## src/hdl/nalkc_pkg.sv

```systemverilog
// Shared types and constants for the Annex B NAL keyframe classifier.
// No dependencies; imported by every module of the block.
`default_nettype none

package nalkc_pkg;

  // Item kinds carried on the input tuser field.
  // The value 3 is undefined; the block ignores it.
  typedef enum logic [1:0] {
    KIND_PKT   = 2'd0,
    KIND_XDATA = 2'd1,
    KIND_RESET = 2'd2
  } kind_t;

  // Key NAL scan window and the saturation limit of the NAL counter
  localparam logic [3:0] KEY_SCAN_NALS = 4'd8;
  localparam logic [3:0] NAL_CHK_MAX   = 4'd15;

  // Fill level of the start-code window, saturating at a full window
  localparam logic [2:0] WIN_FULL      = 3'd4;

  // NAL type codes
  localparam logic [5:0] HEVC_KEY_LO   = 6'd19;
  localparam logic [5:0] HEVC_KEY_HI   = 6'd21;
  localparam logic [5:0] HEVC_VPS      = 6'd32;
  localparam logic [5:0] HEVC_SPS      = 6'd33;
  localparam logic [5:0] HEVC_PPS      = 6'd34;
  localparam logic [5:0] AVC_IDR       = 6'd5;
  localparam logic [5:0] AVC_SPS       = 6'd7;
  localparam logic [5:0] AVC_PPS       = 6'd8;

  // Header field masks
  localparam logic [7:0] HEVC_TYPE_MASK = 8'h3F;
  localparam logic [7:0] AVC_TYPE_MASK  = 8'h1F;

  // One per-packet result, is_keyframe in bit 0
  typedef struct packed {
    logic [2:0] stored_mask;
    logic       forward;
    logic       inject_needed;
    logic       carries_param_sets;
    logic       is_keyframe;
  } result_t;

  localparam int unsigned RES_W = $bits(result_t);

endpackage : nalkc_pkg

`default_nettype wire

```

## src/hdl/nalkc_scan.sv

```systemverilog
// Start-code scanner, NAL header decode and per-packet classification.
// Holds all stream state; depends on nalkc_pkg.
`default_nettype none

module nalkc_scan
  import nalkc_pkg::*;
(
  input  wire logic       clk,
  input  wire logic       rst_n,
  input  wire logic       cfg_wen,
  input  wire logic       cfg_wdata,
  input  wire logic       item_acc,
  input  wire logic [1:0] item_kind,
  input  wire logic [7:0] item_byte,
  input  wire logic       item_last,
  input  wire logic       item_ckey,
  output logic            res_vld,
  output result_t         res
);

  logic        codec_hevc_r;
  logic [31:0] win_r, win_nxt;
  logic [2:0]  seen_r, seen_nxt;
  logic [3:0]  nal_chk_r, nal_chk_nxt;
  logic        key_found_r, key_found_nxt;
  logic [2:0]  pend_ps_r, pend_ps_nxt;
  logic [2:0]  ps_present_r, ps_present_nxt;
  logic        seen_kf_r, seen_kf_nxt;

  logic        match;
  logic [7:0]  hdr;
  logic [5:0]  nal_type;
  logic        key_type;
  logic [2:0]  found_ps;

  // scan results before kind handling
  logic [31:0] s_win;
  logic [2:0]  s_seen;
  logic [3:0]  s_nal_chk;
  logic        s_key_found;
  logic [2:0]  s_pend;
  logic        pkt_key;
  logic        pkt_fwd;
  logic        pkt_carries;

  // Window compare and header decode
  always_comb begin
    match = (seen_r >= WIN_FULL) && (win_r[31:16] == 16'h0000) && (win_r[15:8] == 8'h01);
    hdr   = win_r[7:0];
    if (codec_hevc_r) begin
      nal_type = 6'((hdr >> 1) & HEVC_TYPE_MASK);
      key_type = (nal_type >= HEVC_KEY_LO) && (nal_type <= HEVC_KEY_HI);
      found_ps = 3'b000;
      if (nal_type == HEVC_VPS) begin
        found_ps = 3'b001;
      end else if (nal_type == HEVC_SPS) begin
        found_ps = 3'b010;
      end else if (nal_type == HEVC_PPS) begin
        found_ps = 3'b100;
      end
    end else begin
      nal_type = 6'(hdr & AVC_TYPE_MASK);
      key_type = (nal_type == AVC_IDR);
      found_ps = 3'b000;
      if (nal_type == AVC_SPS) begin
        found_ps = 3'b001;
      end else if (nal_type == AVC_PPS) begin
        found_ps = 3'b010;
      end
    end
    if (!match) begin
      found_ps = 3'b000;
    end
  end

  // Scan state update; a match restarts the window at the current byte,
  // which skips the header byte past the start code
  always_comb begin
    s_nal_chk   = nal_chk_r;
    s_key_found = key_found_r;
    if (match) begin
      if (!key_found_r && (nal_chk_r < KEY_SCAN_NALS)) begin
        if (key_type) begin
          s_key_found = 1'b1;
        end else if (nal_chk_r < NAL_CHK_MAX) begin
          s_nal_chk = nal_chk_r + 4'd1;
        end
      end
      s_win  = {24'h000000, item_byte};
      s_seen = 3'd1;
    end else begin
      s_win  = {win_r[23:0], item_byte};
      s_seen = (seen_r < WIN_FULL) ? seen_r + 3'd1 : seen_r;
    end
    s_pend      = pend_ps_r | found_ps;
    pkt_key     = item_ckey | s_key_found;
    pkt_fwd     = seen_kf_r | pkt_key;
    pkt_carries = pkt_fwd && (s_pend != 3'b000);
  end

  // Kind handling and result
  always_comb begin
    win_nxt        = win_r;
    seen_nxt       = seen_r;
    nal_chk_nxt    = nal_chk_r;
    key_found_nxt  = key_found_r;
    pend_ps_nxt    = pend_ps_r;
    ps_present_nxt = ps_present_r;
    seen_kf_nxt    = seen_kf_r;
    res_vld        = 1'b0;
    res            = '0;
    if (item_acc) begin
      case (item_kind)
        KIND_RESET: begin
          win_nxt        = '0;
          seen_nxt       = '0;
          nal_chk_nxt    = '0;
          key_found_nxt  = 1'b0;
          pend_ps_nxt    = '0;
          ps_present_nxt = '0;
          seen_kf_nxt    = 1'b0;
        end
        KIND_XDATA: begin
          ps_present_nxt = ps_present_r | found_ps;
          if (item_last) begin
            win_nxt       = '0;
            seen_nxt      = '0;
            nal_chk_nxt   = '0;
            key_found_nxt = 1'b0;
            pend_ps_nxt   = '0;
          end else begin
            win_nxt       = s_win;
            seen_nxt      = s_seen;
            nal_chk_nxt   = s_nal_chk;
            key_found_nxt = s_key_found;
          end
        end
        KIND_PKT: begin
          if (item_last) begin
            win_nxt       = '0;
            seen_nxt      = '0;
            nal_chk_nxt   = '0;
            key_found_nxt = 1'b0;
            pend_ps_nxt   = '0;
            if (pkt_fwd) begin
              ps_present_nxt = ps_present_r | s_pend;
              seen_kf_nxt    = seen_kf_r | pkt_key;
            end
            res_vld                = 1'b1;
            res.is_keyframe        = pkt_key;
            res.forward            = pkt_fwd;
            res.carries_param_sets = pkt_carries;
            res.inject_needed      = pkt_fwd && pkt_key && !pkt_carries &&
                                     (ps_present_r != 3'b000);
            res.stored_mask        = pkt_fwd ? (ps_present_r | s_pend) : ps_present_r;
          end else begin
            win_nxt       = s_win;
            seen_nxt      = s_seen;
            nal_chk_nxt   = s_nal_chk;
            key_found_nxt = s_key_found;
            pend_ps_nxt   = s_pend;
          end
        end
        default: begin
          // undefined kind: no effect
        end
      endcase
    end
  end

  always_ff @(posedge clk) begin
    if (!rst_n) begin
      codec_hevc_r <= 1'b1;
      win_r        <= '0;
      seen_r       <= '0;
      nal_chk_r    <= '0;
      key_found_r  <= 1'b0;
      pend_ps_r    <= '0;
      ps_present_r <= '0;
      seen_kf_r    <= 1'b0;
    end else begin
      if (cfg_wen) begin
        codec_hevc_r <= cfg_wdata;
      end
      win_r        <= win_nxt;
      seen_r       <= seen_nxt;
      nal_chk_r    <= nal_chk_nxt;
      key_found_r  <= key_found_nxt;
      pend_ps_r    <= pend_ps_nxt;
      ps_present_r <= ps_present_nxt;
      seen_kf_r    <= seen_kf_nxt;
    end
  end

  // A dropped packet never reports parameter sets or injection
  a_drop_quiet: assert property (@(posedge clk) disable iff (!rst_n)
    (res_vld && !res.forward) |-> (!res.carries_param_sets && !res.inject_needed))
    else $error("dropped packet reports parameter sets or injection");

  // seen_keyframe only clears through a reset item
  a_kf_sticky: assert property (@(posedge clk) disable iff (!rst_n)
    $fell(seen_kf_r) |-> $past(item_acc && (item_kind == KIND_RESET)))
    else $error("seen_keyframe cleared without reset item");

  // Parameter-set mask only shrinks through a reset item
  a_mask_grow: assert property (@(posedge clk) disable iff (!rst_n)
    (($past(ps_present_r) & ~ps_present_r) != 3'b000)
    |-> $past(item_acc && (item_kind == KIND_RESET)))
    else $error("parameter-set mask lost bits without reset item");

endmodule : nalkc_scan

`default_nettype wire

```

## src/hdl/nalkc_obuf.sv

```systemverilog
// Two-entry result buffer between the classifier and the output channel.
// Depends on nalkc_pkg for the result type.
`default_nettype none

module nalkc_obuf
  import nalkc_pkg::*;
(
  input  wire logic    clk,
  input  wire logic    rst_n,
  input  wire logic    push,
  input  result_t      push_data,
  output logic         full,
  output logic         pop_vld,
  input  wire logic    pop_rdy,
  output result_t      pop_data
);

  result_t    mem_r [2];
  logic       wr_ptr_r, rd_ptr_r;
  logic [1:0] cnt_r, cnt_nxt;
  logic       pop;

  assign full     = (cnt_r == 2'd2);
  assign pop_vld  = (cnt_r != 2'd0);
  assign pop      = pop_vld && pop_rdy;
  assign pop_data = mem_r[rd_ptr_r];

  always_comb begin
    cnt_nxt = cnt_r;
    if (push && !pop) begin
      cnt_nxt = cnt_r + 2'd1;
    end else if (pop && !push) begin
      cnt_nxt = cnt_r - 2'd1;
    end
  end

  always_ff @(posedge clk) begin
    if (!rst_n) begin
      wr_ptr_r <= 1'b0;
      rd_ptr_r <= 1'b0;
      cnt_r    <= '0;
    end else begin
      if (push) begin
        wr_ptr_r <= ~wr_ptr_r;
      end
      if (pop) begin
        rd_ptr_r <= ~rd_ptr_r;
      end
      cnt_r <= cnt_nxt;
    end
  end

  always_ff @(posedge clk) begin
    if (push) begin
      mem_r[wr_ptr_r] <= push_data;
    end
  end

  a_no_overflow: assert property (@(posedge clk) disable iff (!rst_n)
    push |-> !full)
    else $error("result pushed into full buffer");

  a_cnt_range: assert property (@(posedge clk) disable iff (!rst_n)
    cnt_r != 2'd3)
    else $error("buffer count out of range");

  a_ptr_track: assert property (@(posedge clk) disable iff (!rst_n)
    (cnt_r == 2'd0 || cnt_r == 2'd2) |-> (wr_ptr_r == rd_ptr_r))
    else $error("buffer pointers disagree with count");

endmodule : nalkc_obuf

`default_nettype wire

```

## src/hdl/annexb_nal_keyframe_classifier.sv

```systemverilog
// Top level of the Annex B NAL keyframe classifier.
// Instantiates nalkc_scan and nalkc_obuf; depends on nalkc_pkg.
//
// Usage:
//   Input channel (in_*): one byte per item. in_tuser carries the kind
//   (packet byte, extradata byte, new-connection reset), in_tlast marks the
//   last byte of a packet or extradata block, in_tdata carries the byte and
//   the container key flag (sampled only on a packet's last byte).
//   Output channel (out_*): one result item per packet, produced by the
//   packet's last byte. Extradata, reset items and undefined kinds produce
//   no result.
//   Configuration: cfg_wen writes cfg_wdata into codec_is_hevc (1 = H.265
//   header rules, 0 = H.264). Write it only while the block is idle.
// Timing:
//   One item per clock while in_tready is high. Each byte goes through the
//   start-code window compare and header decode in the cycle it is accepted;
//   a packet's result shows on out_tvalid the cycle after its last byte is taken.
// Reset (rst_n low, synchronous): scan state, parameter-set mask and the
//   seen-keyframe flag clear, codec_is_hevc returns to H.265, the result
//   buffer empties.
// Backpressure: a two-entry result buffer separates the sides. Bytes keep
//   flowing while results wait; in_tready is low while two results are held
//   (only reachable with out_tready low) and rises the cycle after one is
//   taken.
`default_nettype none

module annexb_nal_keyframe_classifier
  import nalkc_pkg::*;
(
  input  wire logic        clk,
  input  wire logic        rst_n,
  // configuration
  input  wire logic        cfg_wen,
  input  wire logic        cfg_wdata,   // codec_is_hevc
  // input channel
  input  wire logic        in_tvalid,
  output logic             in_tready,
  input  wire logic [15:0] in_tdata,    // [7:0] data_byte, [8] container_key, rest zero
  input  wire logic [1:0]  in_tuser,    // [1:0] kind
  input  wire logic        in_tlast,    // last_byte
  // result channel
  output logic             out_tvalid,
  input  wire logic        out_tready,
  output logic [7:0]       out_tdata    // [0] is_keyframe, [1] carries_param_sets,
                                        // [2] inject_needed, [3] forward,
                                        // [6:4] stored_mask, [7] zero
);

  logic    acc;
  logic    res_vld;
  result_t res;
  logic    buf_full;
  result_t out_res;

  // Ready only depends on buffer fill, not on the incoming item
  assign in_tready = !buf_full;
  assign acc       = in_tvalid && in_tready;

  nalkc_scan u_scan (
    .clk       (clk),
    .rst_n     (rst_n),
    .cfg_wen   (cfg_wen),
    .cfg_wdata (cfg_wdata),
    .item_acc  (acc),
    .item_kind (in_tuser),
    .item_byte (in_tdata[7:0]),
    .item_last (in_tlast),
    .item_ckey (in_tdata[8]),
    .res_vld   (res_vld),
    .res       (res)
  );

  nalkc_obuf u_obuf (
    .clk       (clk),
    .rst_n     (rst_n),
    .push      (res_vld),
    .push_data (res),
    .full      (buf_full),
    .pop_vld   (out_tvalid),
    .pop_rdy   (out_tready),
    .pop_data  (out_res)
  );

  assign out_tdata = {1'b0, out_res};

endmodule : annexb_nal_keyframe_classifier

`default_nettype wire
```

## config.mk

```make
export PLATFORM = sky130hd
export DESIGN_NAME = annexb_nal_keyframe_classifier
export DESIGN_NICKNAME = d
export VERILOG_FILES = /design/src/hdl/nalkc_pkg.sv /design/src/hdl/nalkc_scan.sv /design/src/hdl/nalkc_obuf.sv /design/src/hdl/annexb_nal_keyframe_classifier.sv
export SDC_FILE = /design/constraint.sdc
export NUM_CORES = 1
export LEC_CHECK = 0
export ABC_CLOCK_PERIOD_IN_PS = 4870
export BUFFER_PORTS_ARGS = -buffer_cell sky130_fd_sc_hd__buf_2
export CORE_MARGIN = 5
export CORE_UTILIZATION = 30
export CTS_CLUSTER_DIAMETER = 60
export DETAILED_ROUTE_END_ITERATION = 16
export PLACE_DENSITY = 0.55
export SETUP_SLACK_MARGIN = 0.05
export SLEW_MARGIN = 20
export SYNTH_ARGS = -nofsm -noshare
export SYNTH_HDL_FRONTEND = slang
export SYNTH_SLANG_ARGS = --single-unit
```

## constraint.sdc

```tcl
create_clock -name clk -period 4.87 [get_ports clk]
set_input_delay 0.974 -clock clk [delete_from_list [all_inputs] [get_ports clk]]
set_output_delay 0.974 -clock clk [all_outputs]
set_load 0.005 [all_outputs]
```

### Word-level counts from Yosys, hierarchy flattened

Memories as Yosys holds them, arrays and structs flattened. A register that Yosys moved wholly into a read port is not among the register bits.
Cells that the tools add are included.

| operators by class | value |
|---|---|
| divide/modulo/power cells | 0 |
| reductions and logical operators | 33 |
| order comparisons | 6 |
| bitwise operators | 7 |
| equality and inequality tests | 18 |
| shift-type cells | 0 |
| multipliers | 0 |
| add/sub/neg operators | 4 |
| mux-type cells | 47 |

Operators with widths:

| cell | count |
|---|---|
| two-way mux 32 bit | 2 |
| case mux 32 bit (2 select lines) | 1 |
| two-way mux 3 bit | 13 |
| two-way mux 7 bit | 3 |
| two-way mux 4 bit | 5 |
| equality test 6 bit (second input constant) | 3 |
| case mux 3 bit (3 select lines) | 2 |
| logical NOT 16 bit | 1 |
| two-way mux 1 bit | 14 |
| logical AND 1 bit | 12 |
| equality test 5 x 3 -> 1 bit (second input constant) | 2 |
| != test 3 x 1 -> 1 bit (second input constant) | 3 |
| bitwise OR 3 bit | 3 |
| AND reduction 3 bit | 3 |
| nonzero test 3 bit | 3 |
| equality test 8 x 1 -> 1 bit (second input constant) | 1 |
| less-than comparator 4 bit (second input constant) | 2 |
| case mux 4 bit (2 select lines) | 1 |
| nonzero test 2 bit | 4 |
| greater-or-equal comparator 6 x 5 -> 1 bit (second input constant) | 1 |
| less-or-equal comparator 6 x 5 -> 1 bit (second input constant) | 1 |
| two-way mux 2 bit | 3 |
| case mux 3 bit (2 select lines) | 1 |
| AND reduction 6 bit | 1 |
| 21 further kinds | 30 |

| word-level totals | value |
|---|---|
| memory bits (writable) | 14 |
| output and inout port bits | 10 |
| memories | 1 |
| latch bits | 0 |
| register bits | 52 |
| bits in read-only memories | 0 |

Memory list:

| name | depth | width | rd ports | clocked after memory_dff | wr ports | RTL line | RTL |
|---|---|---|---|---|---|---|---|
| u_obuf.mem_r | 2 | 7 | 1 | 1 | 1 | nalkc_obuf.sv:18 | `result_t mem_r [2];` |

### Depth between registers and ports, before layout

| logic depth | value |
|---|---|
| word-level depth | 15 |
| gate-level depth with buffers | 8 |

### Hierarchy

Synthesis repeated with hierarchy kept, for this count alone.

| second synthesis, totals | value |
|---|---|
| cell total of the unflattened synthesis | 322 |
| area, all modules | 2,986.6 sq um |

By module, submodules not included:

| module | cells an instance | area each (sq um) | instances |
|---|---|---|---|
| nalkc_scan | 274 | 2,240.9 | 1 |
| nalkc_obuf | 44 | 724.4 | 1 |
| annexb_nal_keyframe_classifier | 4 | 21.3 | 1 |

### Worst setup path before layout

No wires, ideal clock.

| path | value |
|---|---|
| path kind | input-to-reg |
| start point | input port in_tuser[1] |
| end point | register u_obuf.cnt_r[1] |
| library setup time | 70 ps |
| path slack | 2,516 ps |
| stages on the path | 6 |
| required time | 4,800 ps |
| path buffers | 0 |
| data arrival time | 2,284 ps |
| path through | nor2_1 nand4_1 inv_1 ha_1 or3_1 a21oi_1 |

| between the ends | value |
|---|---|
| word-level cells in the longest chain between the ends | 6 |
| elaborated cells on any way between the ends | 8 |

Ends and longest elaborated chain:

| element | RTL line | RTL |
|---|---|---|
| from (decl) | annexb_nal_keyframe_classifier.sv:39 | `input wire logic [1:0] in_tuser,` |
| logical NOT 2 bit (*) | nalkc_scan.sv:113 | `case (item_kind)` |
| two-way mux 1 bit (*) | nalkc_scan.sv:113 |  |
| two-way mux 1 bit (*) | nalkc_scan.sv:112 | `if (item_acc) begin` |
| via res_vld | annexb_nal_keyframe_classifier.sv:50 | `logic res_vld;` |
| logical NOT 1 bit | nalkc_obuf.sv:32 | `end else if (pop && !push) begin` |
| logical AND 1 bit | nalkc_obuf.sv:32 |  |
| nonzero test 2 bit (no line) | -- |  |
| to (signal assigned) | nalkc_obuf.sv:49 | `cnt_r <= cnt_nxt;` |
| to (decl) | nalkc_obuf.sv:20 | `logic [1:0] cnt_r, cnt_nxt;` |

Mark *: on every way through the listed nets, which the timed path passes. The rest lies on a longest branch.
A chain may end at the register's enable or synchronous reset.

### Final worst setup path

| path | value |
|---|---|
| start point | register u_scan.seen_r[2] |
| end point | register u_scan.win_r[20] |

| between the ends | value |
|---|---|
| word-level cells in the longest chain between the ends | 6 |

Ends and longest elaborated chain:

| element | RTL line | RTL |
|---|---|---|
| from (decl) | nalkc_scan.sv:23 | `logic [2:0] seen_r, seen_nxt;` |
| from (signal assigned) | nalkc_scan.sv:186 | `seen_r <= seen_nxt;` |
| greater-or-equal comparator 3 bit | nalkc_scan.sv:48 | `match = (seen_r >= WIN_FULL) && (win_r[31:16] == 16'h0000) && (win_r[15:8] == 8'h01);` |
| logical AND 1 bit (2 in a row) | nalkc_scan.sv:48 |  |
| two-way mux 32 bit | nalkc_scan.sv:81 | `if (match) begin` |
| two-way mux 32 bit | nalkc_scan.sv:125, nalkc_scan.sv:139 |  |
| case mux 32 bit (2 select lines) | nalkc_scan.sv:113 |  |
| to (signal assigned) | nalkc_scan.sv:185 | `win_r <= win_nxt;` |
| to (decl) | nalkc_scan.sv:22 | `logic [31:0] win_r, win_nxt;` |

Every way passes these cells.

==> run summary <==
RUN STATUS
----------------------------------------------------------------------------------------
Status .................................................................... finished, final reports clean

SETUP PATH
----------------------------------------------------------------------------------------
Internal reg-to-reg setup slack ...........................................      2.14 ns
R2R Path Start ............................................................ u_scan.seen_r[2]
Number of cell instances on the worst register-to-register path ...........            6
Kind of start point of the critical path ..................................         flop
Critical path required time ...............................................      5.07 ns
Critical path class .......................................................   reg -> reg
Endpoint type of the worst setup path .....................................         flop
Worst endpoint data arrival time ..........................................      2.93 ns
Biggest fanout along the worst timing path ................................           13
Capturing point of the worst reg2reg path ................................. u_scan.win_r[20]

STA
----------------------------------------------------------------------------------------
Final worst path period need ..............................................      2.73 ns
# setup viols final .......................................................            0
Post-Route Hold Slack .....................................................     0.459 ns
Setup repair after global routing missed its margin .......................           no
Max Fclk ..................................................................      366 MHz
Tcrit/Tclk final ..........................................................        0.561
Max-slew violation count ..................................................            0
Post-route setup TNS ......................................................         0 ns
Hold Vio Cnt, Final .......................................................            0
Headroom to the max-slew limit ............................................        0.339
Pin slew with the least headroom to its limit .............................     0.988 ns
Clock skew ................................................................   0.00988 ns
Smallest setup slack after layout .........................................      2.14 ns

PLACEMENT
----------------------------------------------------------------------------------------
# placed instances ........................................................          478
Total placed instance area ................................................    3270 um^2
Buffers on Ports ..........................................................           26
Setup slack after placement ...............................................      2.14 ns
Total half-perimeter wirelength after legalization and detailed placement .      4.92 mm
Gp weighted congestion ....................................................        0.807

SYNTH
----------------------------------------------------------------------------------------
Primary flip-flop cell chosen by synthesis mapping ........................ sky130_fd_sc_hd__dfxtp_1
Synthesized area divided by synthesized cell count ........................    9.07 um^2
Sequential element share of the synthesized area ..........................        0.492
Commonest cells in the synthesized netlist ................................ 53 x sky130_fd_sc_hd__dfxtp_1, 42 x sky130_fd_sc_hd__nor2_1, 37 x sky130_fd_sc_hd__nand2_1, 28 x sky130_fd_sc_hd__a21oi_1, 16 x sky130_fd_sc_hd__a22oi_1
Number of enable-type register cells in the synthesized netlist ...........           14
Mapped Area ...............................................................    3010 um^2
Post-synthesis sequential element count ...................................           67
Cell with the most instances after synthesis .............................. sky130_fd_sc_hd__dfxtp_1
Proportion of netlist area held by the largest area contributor ...........        0.352
Yosys top cell by area .................................................... sky130_fd_sc_hd__dfxtp_1
Ranking of synthesized cells by area ...................................... sky130_fd_sc_hd__dfxtp_1 35%, sky130_fd_sc_hd__edfxtp_1 14%, sky130_fd_sc_hd__nor2_1 5.2%
Fraction of registers with async set or reset after synthesis .............            0
Gate count of the mapped netlist ..........................................          332
Yosys warning count .......................................................            0
Yosys cell types ..........................................................           53
Post-Synthesis Net Count ..................................................          361

PWR
----------------------------------------------------------------------------------------
Net Switching .............................................................     0.353 mW
Total leakage power .......................................................      1.25 nW
Net switching fraction of the power .......................................        0.263
Clock share of power ......................................................        0.405
Final Total Pwr ...........................................................      1.34 mW
Combinational power share .................................................        0.137
PwrDens ...................................................................  382 nW/um^2
Sequential share of power .................................................        0.458
Largest voltage drop on the vdd net .......................................       152 uV
Internal power consumption ................................................     0.986 mW

FLOW RUN
----------------------------------------------------------------------------------------
Number of max-cap violations ..............................................            0

CTS
----------------------------------------------------------------------------------------
Clock-pin transition on the worst setup and hold timing paths .............      0.08 ns
Clock H-tree levels .......................................................            3
Number of buffers inserted to repair setup after CTS ......................            0
Clock buffers created by TritonCTS ........................................            9
Bufs on Longest Clock Path ................................................            2
Quantity of hold-fixing buffers added after cts ...........................            0
Number of sinks handled by clock tree synthesis ...........................           67
Count of cells resized by post-cts repair .................................            0
Later-pin clock latency in the skew report ................................      0.34 ns
Root Driver ............................................................... sky130_fd_sc_hd__clkbuf_8
TritonCTS clock tree ......................................................        built

GRT
----------------------------------------------------------------------------------------
Total track usage .........................................................        0.127
Global-route wire length before repair ....................................      11.9 mm
Number of global-route vias before repair .................................         2396
Number of antenna violations at the first check in global routing .........            0
Pin count of the biggest net entering global routing ......................           28
Overflow left after global routing ........................................            0

HOLD PATH
----------------------------------------------------------------------------------------
Worst min path class ......................................................   reg -> reg
Startpoint of the lowest-slack hold path .................................. u_scan.win_r[7]
Number of cells on the worst hold path ....................................            2
WHS Endpoint .............................................................. u_scan.win_r[7]

CELLS AND AREA
----------------------------------------------------------------------------------------
Core Util, Final ..........................................................        0.359
Reg area ..................................................................    1480 um^2
Count of filler cells inserted in the layout ..............................         1035
Final Net Count ...........................................................          385
Layout Area Growth over Synthesis .........................................        16.5%
Proportion of layout cells with a drive suffix above 1 ....................        0.166
Number of standard cells in the final layout excluding fillers ............          494
ANT cells .................................................................            0
Area of the multi-input gates .............................................    1430 um^2
Final std cell area, no fill ..............................................    3510 um^2

ROUTE
----------------------------------------------------------------------------------------
Initial DRT Pass Iterations ...............................................            4
Residual DRC ..............................................................            0
WL final ..................................................................      7.22 mm
Number of DRC markers in iteration 0 ......................................          185
Remaining antenna violation count .........................................            0
Final routed wire length divided by cell count ............................      14.6 um
Detailed-route via count ..................................................         2540
Per-cell via count in the routed design ...................................         5.14

FLOORPLAN
----------------------------------------------------------------------------------------
Std-Cell Rows .............................................................           36
I/O pin total .............................................................           35
Die area ..................................................................   12100 um^2
Die height ................................................................       110 um
Initial Utilization .......................................................        0.308
Horizontal die dimension ..................................................       110 um
Core region area ..........................................................    9770 um^2

[worst max-delay path, stage by stage (launching register included)]
cell and delay, ns:
sky130_fd_sc_hd__dfxtp_1 0.41, sky130_fd_sc_hd__nor4b_1 0.48, sky130_fd_sc_hd__nand4_1 0.15, sky130_fd_sc_hd__nor2_1 0.78
sky130_fd_sc_hd__nor2_1 0.44, sky130_fd_sc_hd__a22oi_1 0.28, sky130_fd_sc_hd__nor2_1 0.06
[power by group through the flow]
stage	registers (mW)	logic, mW	clock network [mW]
after floorplan	0.613	0.135	0
after global placement	0.626	0.184	0
after detailed placement	0.626	0.185	0
after CTS	0.613	0.187	0.556
after global routing	0.618	0.208	0.580
final	0.613	0.184	0.542
[kinds of logic (layout without fill, tap and decap cells)]
logic type,Yosys count,in the layout,synth area share
AOI/OAI and AO/OA,81,81,0.180
xor gates and xnor gates,4,4,0.0116
adders and majority gates,4,4,0.0166
buffers and inverters,24,53,0.0324
DFF,67,67,0.492
muxes,8,8,0.0295
other,1,1,0.00125
and+or+nand+nor,143,143,0.237
[state kept, by name (all words and copies together) (netlist names), named ones only]
signal and cells:
u_scan.nal_chk_r 4, u_obuf.wr_ptr_r 1, u_scan.ps_present_r 3, u_scan.seen_r 3, u_obuf.rd_ptr_r 1, u_scan.pend_ps_r 3
u_obuf.cnt_r 2, u_obuf.mem_r 14, u_scan.codec_hevc_r 1, u_scan.seen_kf_r 1, u_scan.win_r 32, u_scan.key_found_r 1
[routing by layer]
| layer | GRT usage | part of all wire | vias to the layer above |
|---|---|---|---|
| met3 | 0.0262 | 0.052 | 8 |
| met2 | 0.198 | 0.46 | 66 |
| met4 | 0.0475 | 0.013 | 0 |
| met5 | 0 | 0 | - |
| li1 | - | - | 1265 |
| met1 | 0.174 | 0.48 | 1201 |
[placed cells by master, fill, tap and decap left out, drive strengths merged, types with 2 or more instances in the layout]
master  instances
a211oi          4
a21o            2
a21oi          28
a221o           2
a22oi          16
a31oi           3
and2            6
and3            3
buf            31
bufinv          2
clkbuf         11
clkinv          2
dfxtp          53
edfxtp         14
ha              4
inv             6
mux2            7
nand2          37
nand2b          4
nand3          13
nand4           7
nor2           42
nor2b           2
nor3            3
nor3b           3
nor4            8
nor4b           2
o21ai          12
o221ai          4
or2             2
or3             3
or4b            2
xor2            4
[layout make-up]
cell class,instances,area share
Tap cell,133,0.0474
Clock inverter,5,0.0243
Multi-Input combinational cell,241,0.408
Clock buffer,11,0.0435
Inverter,6,0.00642
Sequential cell,67,0.422
Timing Repair Buffer,31,0.0478
[worst max-delay path by stage]
stage,start,to,slack [ns]
2_1_floorplan,in_tuser[1],u_obuf.cnt_r[1],2.52
3_3_place_gp,in_tuser[0],u_obuf.cnt_r[1],2.15
3_5_place_dp,in_tuser[0],u_obuf.cnt_r[1],2.14
4_1_cts,u_scan.seen_r[2],u_scan.win_r[19],2.21
5_1_grt,u_scan.seen_r[2],u_scan.win_r[20],1.98
6_report,u_scan.seen_r[2],u_scan.win_r[20],2.14
No activity file was read; power rests on OpenSTA's default activity.
